$ cat config.mk
export PLATFORM = sky130hd
export DESIGN_NAME = xor_lcg_archive_unpacker
export DESIGN_NICKNAME = d
export VERILOG_FILES = /design/src/design/xlau_pkg.sv /design/src/design/xor_lcg_archive_unpacker.sv
export SDC_FILE = /design/constraint.sdc
export NUM_CORES = 1
export LEC_CHECK = 0
export ABC_AREA = 0
export BUFFER_PORTS_ARGS = -buffer_cell sky130_fd_sc_hd__buf_2
export CELL_PAD_IN_SITES_DETAIL_PLACEMENT = 1
export CELL_PAD_IN_SITES_GLOBAL_PLACEMENT = 2
export CORE_MARGIN = 2
export CORE_UTILIZATION = 34
export DETAILED_ROUTE_END_ITERATION = 8
export PLACE_DENSITY = 0.87
export SETUP_SLACK_MARGIN = 0.5
export SYNTH_ARGS = -nofsm -noshare
export SYNTH_HDL_FRONTEND = slang
export SYNTH_SLANG_ARGS = --single-unit
$ cat constraint.sdc
create_clock -name clock -period 4.3 [get_ports clock]
set_clock_uncertainty 0.1 [all_clocks]
set_input_delay 0.215 -clock clock [delete_from_list [all_inputs] [get_ports clock]]
set_output_delay 0.215 -clock clock [all_outputs]
set_load 0.02 [all_outputs]
$ cat src/design/xlau_pkg.sv
`timescale 1ns / 1ps
// ----------------------------------------------------------------------------
// xlau_pkg
// Shared types, constants and keystream helpers for the archive unpacker.
// ----------------------------------------------------------------------------
package xlau_pkg;

   localparam int unsigned MAX_NAME_LEN = 511;
   localparam int unsigned NAME_REM_W   = 10;

   localparam logic [31:0] KEY_RESET = 32'hDEAD_CAFE;
   localparam logic [31:0] HDR_WORD0 = 32'h5353_4752;
   localparam logic [31:0] HDR_WORD1 = 32'h0100_4441;

   localparam logic [7:0] CHAR_BACKSLASH = 8'h5C;
   localparam logic [7:0] CHAR_SLASH     = 8'h2F;

   typedef enum logic [2:0] {
      PH_HEADER  = 3'd0,
      PH_NAMELEN = 3'd1,
      PH_NAME    = 3'd2,
      PH_SIZE    = 3'd3,
      PH_DATA    = 3'd4,
      PH_HALT    = 3'd5
   } phase_type;

   typedef enum logic [2:0] {
      KIND_NAME_CHAR  = 3'd0,
      KIND_ENTRY_SIZE = 3'd1,
      KIND_DATA_BYTE  = 3'd2,
      KIND_BAD_HEADER = 3'd3,
      KIND_NAME_LONG  = 3'd4,
      KIND_CLEAN_END  = 3'd5,
      KIND_TRUNCATED  = 3'd6
   } kind_type;

   typedef struct packed {
      kind_type    kind;
      logic [31:0] value;
      logic        last;
   } result_type;

   // Advance the keystream: key * 7 + 3, modulo 2^32.
   function automatic logic [31:0] next_key(input logic [31:0] k);
      return (k << 3) - k + 32'd3;
   endfunction

   // Expected header byte at position 0..7 (two little-endian words).
   function automatic logic [7:0] header_byte(input logic [2:0] pos);
      logic [63:0] hdr;
      hdr = {HDR_WORD1, HDR_WORD0};
      return hdr[{pos, 3'b000} +: 8];
   endfunction

endpackage

$ cat src/design/xor_lcg_archive_unpacker.sv
`timescale 1ns / 1ps
// ----------------------------------------------------------------------------
// xor_lcg_archive_unpacker
// Streaming decryptor and parser for an XOR/LCG-encrypted archive.
// ----------------------------------------------------------------------------
// Usage:
//   req_*  carries one archive byte per item. req_tuser flags the first byte
//          of an archive (parsing restarts at the header, key reloads from
//          initial_key); req_tlast flags the final byte.
//   rsp_*  carries decrypted results: tuser is the result kind, tdata the
//          name char, entry size or data byte (zero for status kinds), tlast
//          marks the final name char or data byte of an entry.
//   csr_*  writes initial_key; it takes effect at the next archive start.
//          Write only while the block is idle.
// Results: a result is registered and shows on rsp in the cycle after its
//   item is accepted when no older result waits ahead of it in the queue.
// Throughput: one byte per cycle while the result queue has two free entries.
//   The parse state and key update sit in one stage between the input
//   handshake and a three-entry result queue; an item that ends an archive
//   may produce two results, which can hold req_tready low until one is taken.
// Reset: the queue empties, parsing waits for the header and initial_key
//   returns to 0xDEADCAFE.
// Stall: when rsp_tready is low the queue fills; req_tready drops once fewer
//   than two free entries remain, so no result is lost.
// ----------------------------------------------------------------------------
module xor_lcg_archive_unpacker
   import xlau_pkg::*;
(
   input  logic        clock,
   input  logic        reset,
   // input item channel
   input  logic        req_tvalid,
   output logic        req_tready,
   input  logic [7:0]  req_tdata,   // [7:0] archive_byte
   input  logic        req_tuser,   // [0] start_of_archive
   input  logic        req_tlast,   // end_of_archive
   // result channel
   output logic        rsp_tvalid,
   input  logic        rsp_tready,
   output logic [31:0] rsp_tdata,   // [31:0] value
   output logic [2:0]  rsp_tuser,   // [2:0] kind
   output logic        rsp_tlast,   // last_of_run
   // configuration
   input  logic        csr_wr_en,
   input  logic [31:0] csr_wr_data
);

   // ---------------------------------------------------------------------
   // Parse state
   // ---------------------------------------------------------------------
   logic [31:0]           init_key_ff;
   phase_type             phase_ff,    phase_in;
   logic [2:0]            cnt_ff,      cnt_in;      // byte within header/word
   logic [23:0]           word_ff,     word_in;     // low three bytes collected
   logic [31:0]           ikey_ff,     ikey_in;     // index keystream
   logic [31:0]           dkey_ff,     dkey_in;     // data keystream
   logic [1:0]            lane_ff,     lane_in;
   logic [NAME_REM_W-1:0] name_rem_ff, name_rem_in;
   logic [31:0]           data_rem_ff, data_rem_in;
   logic                  hdr_bad_ff,  hdr_bad_in;

   // Result queue: entry 0 is the head shown on rsp.
   result_type            q_ff [3];
   result_type            q_in [3];
   logic [1:0]            count_ff, count_in;

   logic       accept;
   logic       pop;
   result_type res0, res1;
   logic       res0_vld, res1_vld;

   // Working copies of the state after an optional restart.
   phase_type             cur_phase;
   logic [2:0]            cur_cnt;
   logic [23:0]           cur_word;
   logic [31:0]           cur_ikey, cur_dkey;
   logic [1:0]            cur_lane;
   logic [NAME_REM_W-1:0] cur_name_rem;
   logic [31:0]           cur_data_rem;
   logic                  cur_bad;

   logic [31:0] full_word;
   logic [31:0] dec_word;
   logic [7:0]  dec_char;
   logic        bad_now;

   assign accept     = req_tvalid & req_tready;
   assign pop        = rsp_tvalid & rsp_tready;
   assign req_tready = (count_ff <= 2'd1);

   assign rsp_tvalid = (count_ff != 2'd0);
   assign rsp_tdata  = q_ff[0].value;
   assign rsp_tuser  = q_ff[0].kind;
   assign rsp_tlast  = q_ff[0].last;

   // ---------------------------------------------------------------------
   // Byte processing
   // ---------------------------------------------------------------------
   always_comb begin
      // restart before the byte is used when it opens an archive
      if (req_tuser) begin
         cur_phase    = PH_HEADER;
         cur_cnt      = '0;
         cur_word     = '0;
         cur_ikey     = init_key_ff;
         cur_dkey     = '0;
         cur_lane     = '0;
         cur_name_rem = '0;
         cur_data_rem = '0;
         cur_bad      = 1'b0;
      end else begin
         cur_phase    = phase_ff;
         cur_cnt      = cnt_ff;
         cur_word     = word_ff;
         cur_ikey     = ikey_ff;
         cur_dkey     = dkey_ff;
         cur_lane     = lane_ff;
         cur_name_rem = name_rem_ff;
         cur_data_rem = data_rem_ff;
         cur_bad      = hdr_bad_ff;
      end

      phase_in    = cur_phase;
      cnt_in      = cur_cnt;
      word_in     = cur_word;
      ikey_in     = cur_ikey;
      dkey_in     = cur_dkey;
      lane_in     = cur_lane;
      name_rem_in = cur_name_rem;
      data_rem_in = cur_data_rem;
      hdr_bad_in  = cur_bad;

      res0     = '{kind: KIND_NAME_CHAR, value: 32'd0, last: 1'b0};
      res1     = '{kind: KIND_CLEAN_END, value: 32'd0, last: 1'b0};
      res0_vld = 1'b0;
      res1_vld = 1'b0;

      full_word = {req_tdata, cur_word};
      dec_word  = full_word ^ cur_ikey;
      dec_char  = '0;
      bad_now   = cur_bad | (header_byte(cur_cnt) != req_tdata);

      unique case (cur_phase)
         PH_HEADER: begin
            hdr_bad_in = bad_now;
            cnt_in     = cur_cnt + 3'd1;
            if (cur_cnt == 3'd7) begin
               if (bad_now) begin
                  res0     = '{kind: KIND_BAD_HEADER, value: 32'd0, last: 1'b0};
                  res0_vld = 1'b1;
                  phase_in = PH_HALT;
               end else begin
                  phase_in = PH_NAMELEN;
               end
            end
         end
         PH_NAMELEN, PH_SIZE: begin
            if (cur_cnt[1:0] == 2'd3) begin
               // word complete: decrypt, advance the index key
               ikey_in = next_key(cur_ikey);
               word_in = '0;
               cnt_in  = '0;
               if (cur_phase == PH_NAMELEN) begin
                  if (dec_word > 32'(MAX_NAME_LEN)) begin
                     res0     = '{kind: KIND_NAME_LONG, value: 32'd0, last: 1'b0};
                     res0_vld = 1'b1;
                     phase_in = PH_HALT;
                  end else if (dec_word == 32'd0) begin
                     phase_in = PH_SIZE;
                  end else begin
                     name_rem_in = dec_word[NAME_REM_W-1:0];
                     phase_in    = PH_NAME;
                  end
               end else begin
                  dkey_in  = next_key(cur_ikey);
                  lane_in  = '0;
                  res0     = '{kind: KIND_ENTRY_SIZE, value: dec_word, last: 1'b0};
                  res0_vld = 1'b1;
                  if (dec_word == 32'd0) begin
                     phase_in = PH_NAMELEN;
                  end else begin
                     data_rem_in = dec_word;
                     phase_in    = PH_DATA;
                  end
               end
            end else begin
               word_in[{cur_cnt[1:0], 3'b000} +: 8] = req_tdata;
               cnt_in = cur_cnt + 3'd1;
            end
         end
         PH_NAME: begin
            dec_char = req_tdata ^ cur_ikey[7:0];
            if (dec_char == CHAR_BACKSLASH) begin
               dec_char = CHAR_SLASH;
            end
            ikey_in     = next_key(cur_ikey);
            name_rem_in = cur_name_rem - NAME_REM_W'(1);
            res0        = '{kind: KIND_NAME_CHAR, value: {24'd0, dec_char},
                            last: (cur_name_rem == NAME_REM_W'(1))};
            res0_vld    = 1'b1;
            if (cur_name_rem == NAME_REM_W'(1)) begin
               phase_in = PH_SIZE;
            end
         end
         PH_DATA: begin
            dec_char    = req_tdata ^ cur_dkey[{cur_lane, 3'b000} +: 8];
            lane_in     = cur_lane + 2'd1;
            if (cur_lane == 2'd3) begin
               dkey_in = next_key(cur_dkey);
            end
            data_rem_in = cur_data_rem - 32'd1;
            res0        = '{kind: KIND_DATA_BYTE, value: {24'd0, dec_char},
                            last: (cur_data_rem == 32'd1)};
            res0_vld    = 1'b1;
            if (cur_data_rem == 32'd1) begin
               phase_in = PH_NAMELEN;
            end
         end
         default: begin
            // halted: drop the byte
         end
      endcase

      // end of archive: clean only on a name-length word boundary
      if (req_tlast && (phase_in != PH_HALT)) begin
         if ((phase_in == PH_NAMELEN) && (cnt_in == 3'd0)) begin
            res1 = '{kind: KIND_CLEAN_END, value: 32'd0, last: 1'b0};
         end else begin
            res1 = '{kind: KIND_TRUNCATED, value: 32'd0, last: 1'b0};
         end
         res1_vld = 1'b1;
         phase_in = PH_HALT;
      end
   end

   // ---------------------------------------------------------------------
   // Result queue: shift on pop, append up to two results on accept
   // ---------------------------------------------------------------------
   always_comb begin
      logic [1:0] base;
      logic [1:0] slot1;
      q_in = q_ff;
      if (pop) begin
         q_in[0] = q_ff[1];
         q_in[1] = q_ff[2];
      end
      base  = count_ff - {1'b0, pop};
      slot1 = base + {1'b0, res0_vld};
      if (accept && res0_vld) begin
         q_in[base] = res0;
      end
      if (accept && res1_vld) begin
         q_in[slot1] = res1;
      end
      count_in = base;
      if (accept) begin
         count_in = base + {1'b0, res0_vld} + {1'b0, res1_vld};
      end
   end

   always_ff @(posedge clock) begin
      q_ff <= q_in;
   end

   always_ff @(posedge clock) begin
      if (reset) begin
         count_ff    <= '0;
         init_key_ff <= KEY_RESET;
         phase_ff    <= PH_HEADER;
         cnt_ff      <= '0;
         word_ff     <= '0;
         ikey_ff     <= KEY_RESET;
         dkey_ff     <= '0;
         lane_ff     <= '0;
         name_rem_ff <= '0;
         data_rem_ff <= '0;
         hdr_bad_ff  <= 1'b0;
      end else begin
         count_ff <= count_in;
         if (csr_wr_en) begin
            init_key_ff <= csr_wr_data;
         end
         // hold state unless a byte is taken
         if (accept) begin
            phase_ff    <= phase_in;
            cnt_ff      <= cnt_in;
            word_ff     <= word_in;
            ikey_ff     <= ikey_in;
            dkey_ff     <= dkey_in;
            lane_ff     <= lane_in;
            name_rem_ff <= name_rem_in;
            data_rem_ff <= data_rem_in;
            hdr_bad_ff  <= hdr_bad_in;
         end
      end
   end

   // ---------------------------------------------------------------------
   // Assertions
   // ---------------------------------------------------------------------
   a_queue_bound: assert property (@(posedge clock) disable iff (reset)
      count_ff != 2'd3 || !req_tready)
      else $error("result queue full while input is ready");

   a_status_zero: assert property (@(posedge clock) disable iff (reset)
      (rsp_tvalid && (rsp_tuser == KIND_BAD_HEADER || rsp_tuser == KIND_NAME_LONG ||
       rsp_tuser == KIND_CLEAN_END || rsp_tuser == KIND_TRUNCATED))
      |-> (rsp_tdata == 32'd0 && !rsp_tlast))
      else $error("status result carries data or last flag");

   a_name_count: assert property (@(posedge clock) disable iff (reset)
      (phase_ff == PH_NAME) |-> (name_rem_ff != '0))
      else $error("name phase with no characters left");

   a_data_count: assert property (@(posedge clock) disable iff (reset)
      (phase_ff == PH_DATA) |-> (data_rem_ff != 32'd0))
      else $error("data phase with no bytes left");

endmodule

* Word level (Yosys, flattened, before mapping)
Cells that the tools add are included.
Storage, ports and cells: register bits 281, bits in latches 0, bits in writable memories 0, ROM bits 0, input port bits 47, output and inout bits 38, word-level logic and storage cells 145, memories 0
Cells by class: add/sub/neg operators 12, multipliers 0, divide/modulo/power cells 0, order comparisons 6, equal/unequal tests 13, shift-type cells 4, muxes and demuxes 70, bitwise logic cells 8, reductions and logical operators 12
Operators by type and width (count):
- two-way mux 32 bit | 10
- bitwise mux 108 bit | 2
- two-way mux 108 bit | 2
- one-hot mux 32 bit (2 select lines) | 3
- two-way mux 36 bit | 5
- demux 36 bit (select 2 bit) | 2
- one-hot mux 36 bit (4 select lines) | 1
- two-way mux 35 bit | 4
- two-way mux 24 bit | 3
- two-way mux 72 bit | 1
- adder 32 x 2 -> 32 bit (second input constant) | 2
- indexed part select 64 x 7 -> 8 bit (first input constant) | 1
- subtractor 32 bit | 2
- two-way mux 10 bit | 5
- two-way mux 3 bit | 12
- == test 32 x 1 -> 1 bit (second input constant) | 1
- greater-than comparator 32 x 9 -> 1 bit (second input constant) | 1
- logical NOT 32 bit | 1
- indexed part select 32 x 6 -> 8 bit | 1
- subtractor 32 x 1 -> 32 bit (second input constant) | 1
- bitwise XOR 32 bit | 1
- bitwise mux 24 bit | 1
- variable shift 8 x 7 -> 24 bit (first input constant) | 1
- indexed part select 8 x 7 -> 24 bit | 1
- 33 further kinds | 61

* Depth between registers and ports, before layout
depth after elaboration 15, depth in mapped cells 22, mapped depth without buffers 17

* Worst setup path after synthesis
Ideal clock, no wire load.
path kind input port to flip-flop, from in req_tuser, to reg q_ff (netlist bit rsp_tuser[0]), library setup time 121 ps, arrival 4452 ps, required time 4079 ps, slack -374 ps, stages 19, path buffers 5, cells stage by stage buf_6 -> inv_2 -> buf_6 -> buf_2 -> clkbuf_1 -> buf_1 -> nand2_1 -> inv_1 -> ha_1 -> xor2_1 -> nor3_1 -> nor3_1 -> nor4_2 -> o21ai_0 -> or4_1 -> ha_1 -> xnor2_1 -> nor3b_4 -> mux2_4
RTL lines:
- start: declaration | RTL line xor_lcg_archive_unpacker.sv:35 | input logic req_tuser,
- end signal: assignment | RTL line xor_lcg_archive_unpacker.sv:262 | q_ff <= q_in;
- end: declaration | RTL line xor_lcg_archive_unpacker.sv:63 | result_type q_ff [3];

==> run summary <==
Run status - finished clean
Multi-input combinational cell area - 0.0121 mm²
Top cells by count, synth - 305 x nor2_1, 281 x dfxtp_1, 262 x nand2_1, 161 x a21oi_1, 146 x o21ai_0
Max Cap Viol - 0
Worst-skew pair later-pin latency - 0.56 ns
Register area - 0.00563 mm²
Post-synthesis cell type count - 95
Reg2Reg Setup Slack - 0.57 ns
CTS Buffer Depth - 3
Least-Margin Pin Slew - 1.09 ns
Vias per cell - 5.87
Data arrival, critical path - 4.12 ns
Ys Warns - 0
CTS Sinks - 281
Clk pin slew, worst setup/hold paths - 0.06 ns
Pwr/cell area - 475 mW/mm²
EDFF count, synth - 0
Power Internal - 6350 µW
Sequential area share after synthesis - 30.0%
Die H - 239 µm
Largest cells by area after synthesis - dfxtp_1 30%, mux2i_1 7.5%, nor2_1 6.1%
Final Setup Violations - 0
TritonCTS clock tree - done
Via count - 18700
Post-layout min period - 3.73 ns
VDD IR max - 0.380 mV
Synth Register Bits - 281
Crit. End Element - register
Initial core utilization - 34.2%
Row cnt - 86
RSZ-0062 raised after global routing - no
Largest net degree at the start of global routing - 65
I/O Buffers - 84
IO Pins - 85
Min-Delay Path Class - primary input to register
Inst Count DP - 3088
Most common cell in the netlist - nor2_1
Root Buffer - clkbuf_16
Die width - 239 µm
# fillers - 6624
Antenna cells - 0
Per-cell routed wire length - 23.1 µm
Max Slew Vio Count - 0
Die ar. - 0.0570 mm²
Post-Syn Area per Cell - 7.86 µm²
Origin of the worst setup path - cnt_ff[0]
Final Hold Fails - 0
Post-synthesis cell count - 2382
Top_reg_cell synth - dfxtp_1
Syn nets - 2503
Syn Std Cell Area - 0.0187 mm²
H-tree level count - 2
Fin Setup TNS - 0 ns
TritonRoute pass-1 iters - 5
Leak - 0.00921 µW
Final core occ - 39.9%
Async S/R FF share, synth - 0%
Routability cong. - 0.926
Total track usage - 25.2%
Period utilization - 86.8%
Routed WL - 73700 µm
Total power after layout - 10400 µW
Clock power frac - 29.6%
First-pass GRT wire length - 113000 µm
Initial antenna violation count - 0
Post-synth top area share - 30.0%
Sequential Power Share - 32.2%
Area leader, netlist - dfxtp_1
HP Start - req_tdata[0]
Final instance count without filler cells - 3192
Crit Path Class - register to register
CP Data Required Time - 4.69 ns
TritonCTS Buffers - 35
Core ar. - 0.0548 mm²
Reg2reg start - cnt_ff[0]
Relative slew slack - 27.7%
Critical Path Start Type - register
Total Nets Final - 2586
Fmax achieved - 0.268 GHz
1st-iter DRT viols - 1323
Number of remaining DRC errors - 0
Vias in the first global route - 19200
GRT overflow - 0
Comb pwr share - 38.2%
Switch Pwr - 4030 µW
Remaining antenna violation count - 0
Fraction of layout cells with a size suffix above 1 - 15.0%
Worst Path Max Fanout - 8
Post-DP HPWL - 53700 µm
Hold Slack - 0.0233 ns
Net Sw Frac - 38.8%
Syn-to-layout area delta - 16.7%
## state kept, by name, indices dropped and copies added (netlist names), 10 cells and up
| name | flops |
|---|---|
| data_rem_ff | 32 |
| dkey_ff | 32 |
| ikey_ff | 32 |
| init_key_ff | 32 |
| name_rem_ff | 10 |
| q_ff | 72 |
| rsp_tdata | 32 |
| word_ff | 24 |
## final cells by class
class	instances	area share [%]
Clock buffer	46	4.47
Inverter	95	1.64
Tap cell	704	4.03
Timing Repair Buffer	228	7.82
Multi-Input combinational cell	1824	55.4
Clock inverter	14	0.870
Sequential cell	281	25.8
## metal layers
metal / GRT usage, % / up-vias / share of wire, %
met5: 0 / - / 0
met4: 10.8 / 0 / 4.0
met3: 2.84 / 160 / 4.9
met2: 42.9 / 568 / 48
met1: 32.0 / 9319 / 43
li1: - / 8702 / -
## cell usage in the layout (no fill, tap or decap), drive strengths merged, types with 16 or more instances in the layout
cell type / n
a22oi: 42
nor3: 65
mux2i: 147
ha: 72
a21o: 36
nand2: 263
dlygate4sd3: 34
nor2b: 25
and3: 16
xor2: 63
o22ai: 21
inv: 95
a21oi: 162
buf: 192
nand3: 40
xnor2: 37
a211oi: 93
clkbuf: 48
nor2: 307
o211ai: 25
dfxtp: 281
o21ai: 156
## stage by stage
step                      setup WS, ns  cell area [µm²]
final                            0.567            21900
after global routing             0.477            21900
after CTS                        0.519            21700
after detailed placement        0.0168            20200
after global placement           0.108            20200
after floorplan                  0.392            18900
## power groups by stage
stage	registers (µW)	clock network (µW)	logic, µW
4_1_cts	3340	3120	3830
2_1_floorplan	3270	0	2810
5_1_grt	3380	3220	4280
3_3_place_gp	3370	0	3660
3_5_place_dp	3390	0	3770
6_report	3340	3080	3960
## kinds of logic after synthesis
kind of cell | Yosys count | share of synthesized area (%)
and+or+nand+nor | 798 | 19.2
AOI/OAI and AO/OA | 688 | 24.8
DFF | 281 | 30.0
buffers and inverters | 277 | 6.59
muxes | 164 | 9.68
xor gates and xnor gates | 100 | 4.72
adders and majority gates | 74 | 5.02
## final timing paths
| kind | end | cells past startpoint |
|---|---|---|
| max | rsp_tuser[1] | 16 |
| max reg2reg | rsp_tuser[1] | 16 |
| min | word_ff[8] | 3 |
| min reg2reg | q_ff[17] | 2 |
## worst max-delay path: stages, from the launching register on
cell	delay [ns]
dfxtp_4	0.36
nand2_8	0.10
inv_4	0.06
ha_2	0.18
xor2_1	0.14
nor3_1	0.20
nor3_1	0.08
nor4_2	0.22
buf_4	0.19
o21ai_2	0.08
or4_4	0.57
ha_4	0.24
nand3b_1	0.25
nor3b_4	0.34
buf_6	0.18
buf_12	0.15
mux2i_1	0.20
## what timing repair did
item | 4_1_cts | 5_1_grt
hold endpoints to repair | 36 | 0
buffers inserted | 2 | 6
hold buffers | 34 | 0
gates cloned | 0 | 2
setup endpoints to repair | 4 | 108
pin swaps | 2 | 8
gates resized for setup | 1 | 20
Power figures use the tool's default switching activity.
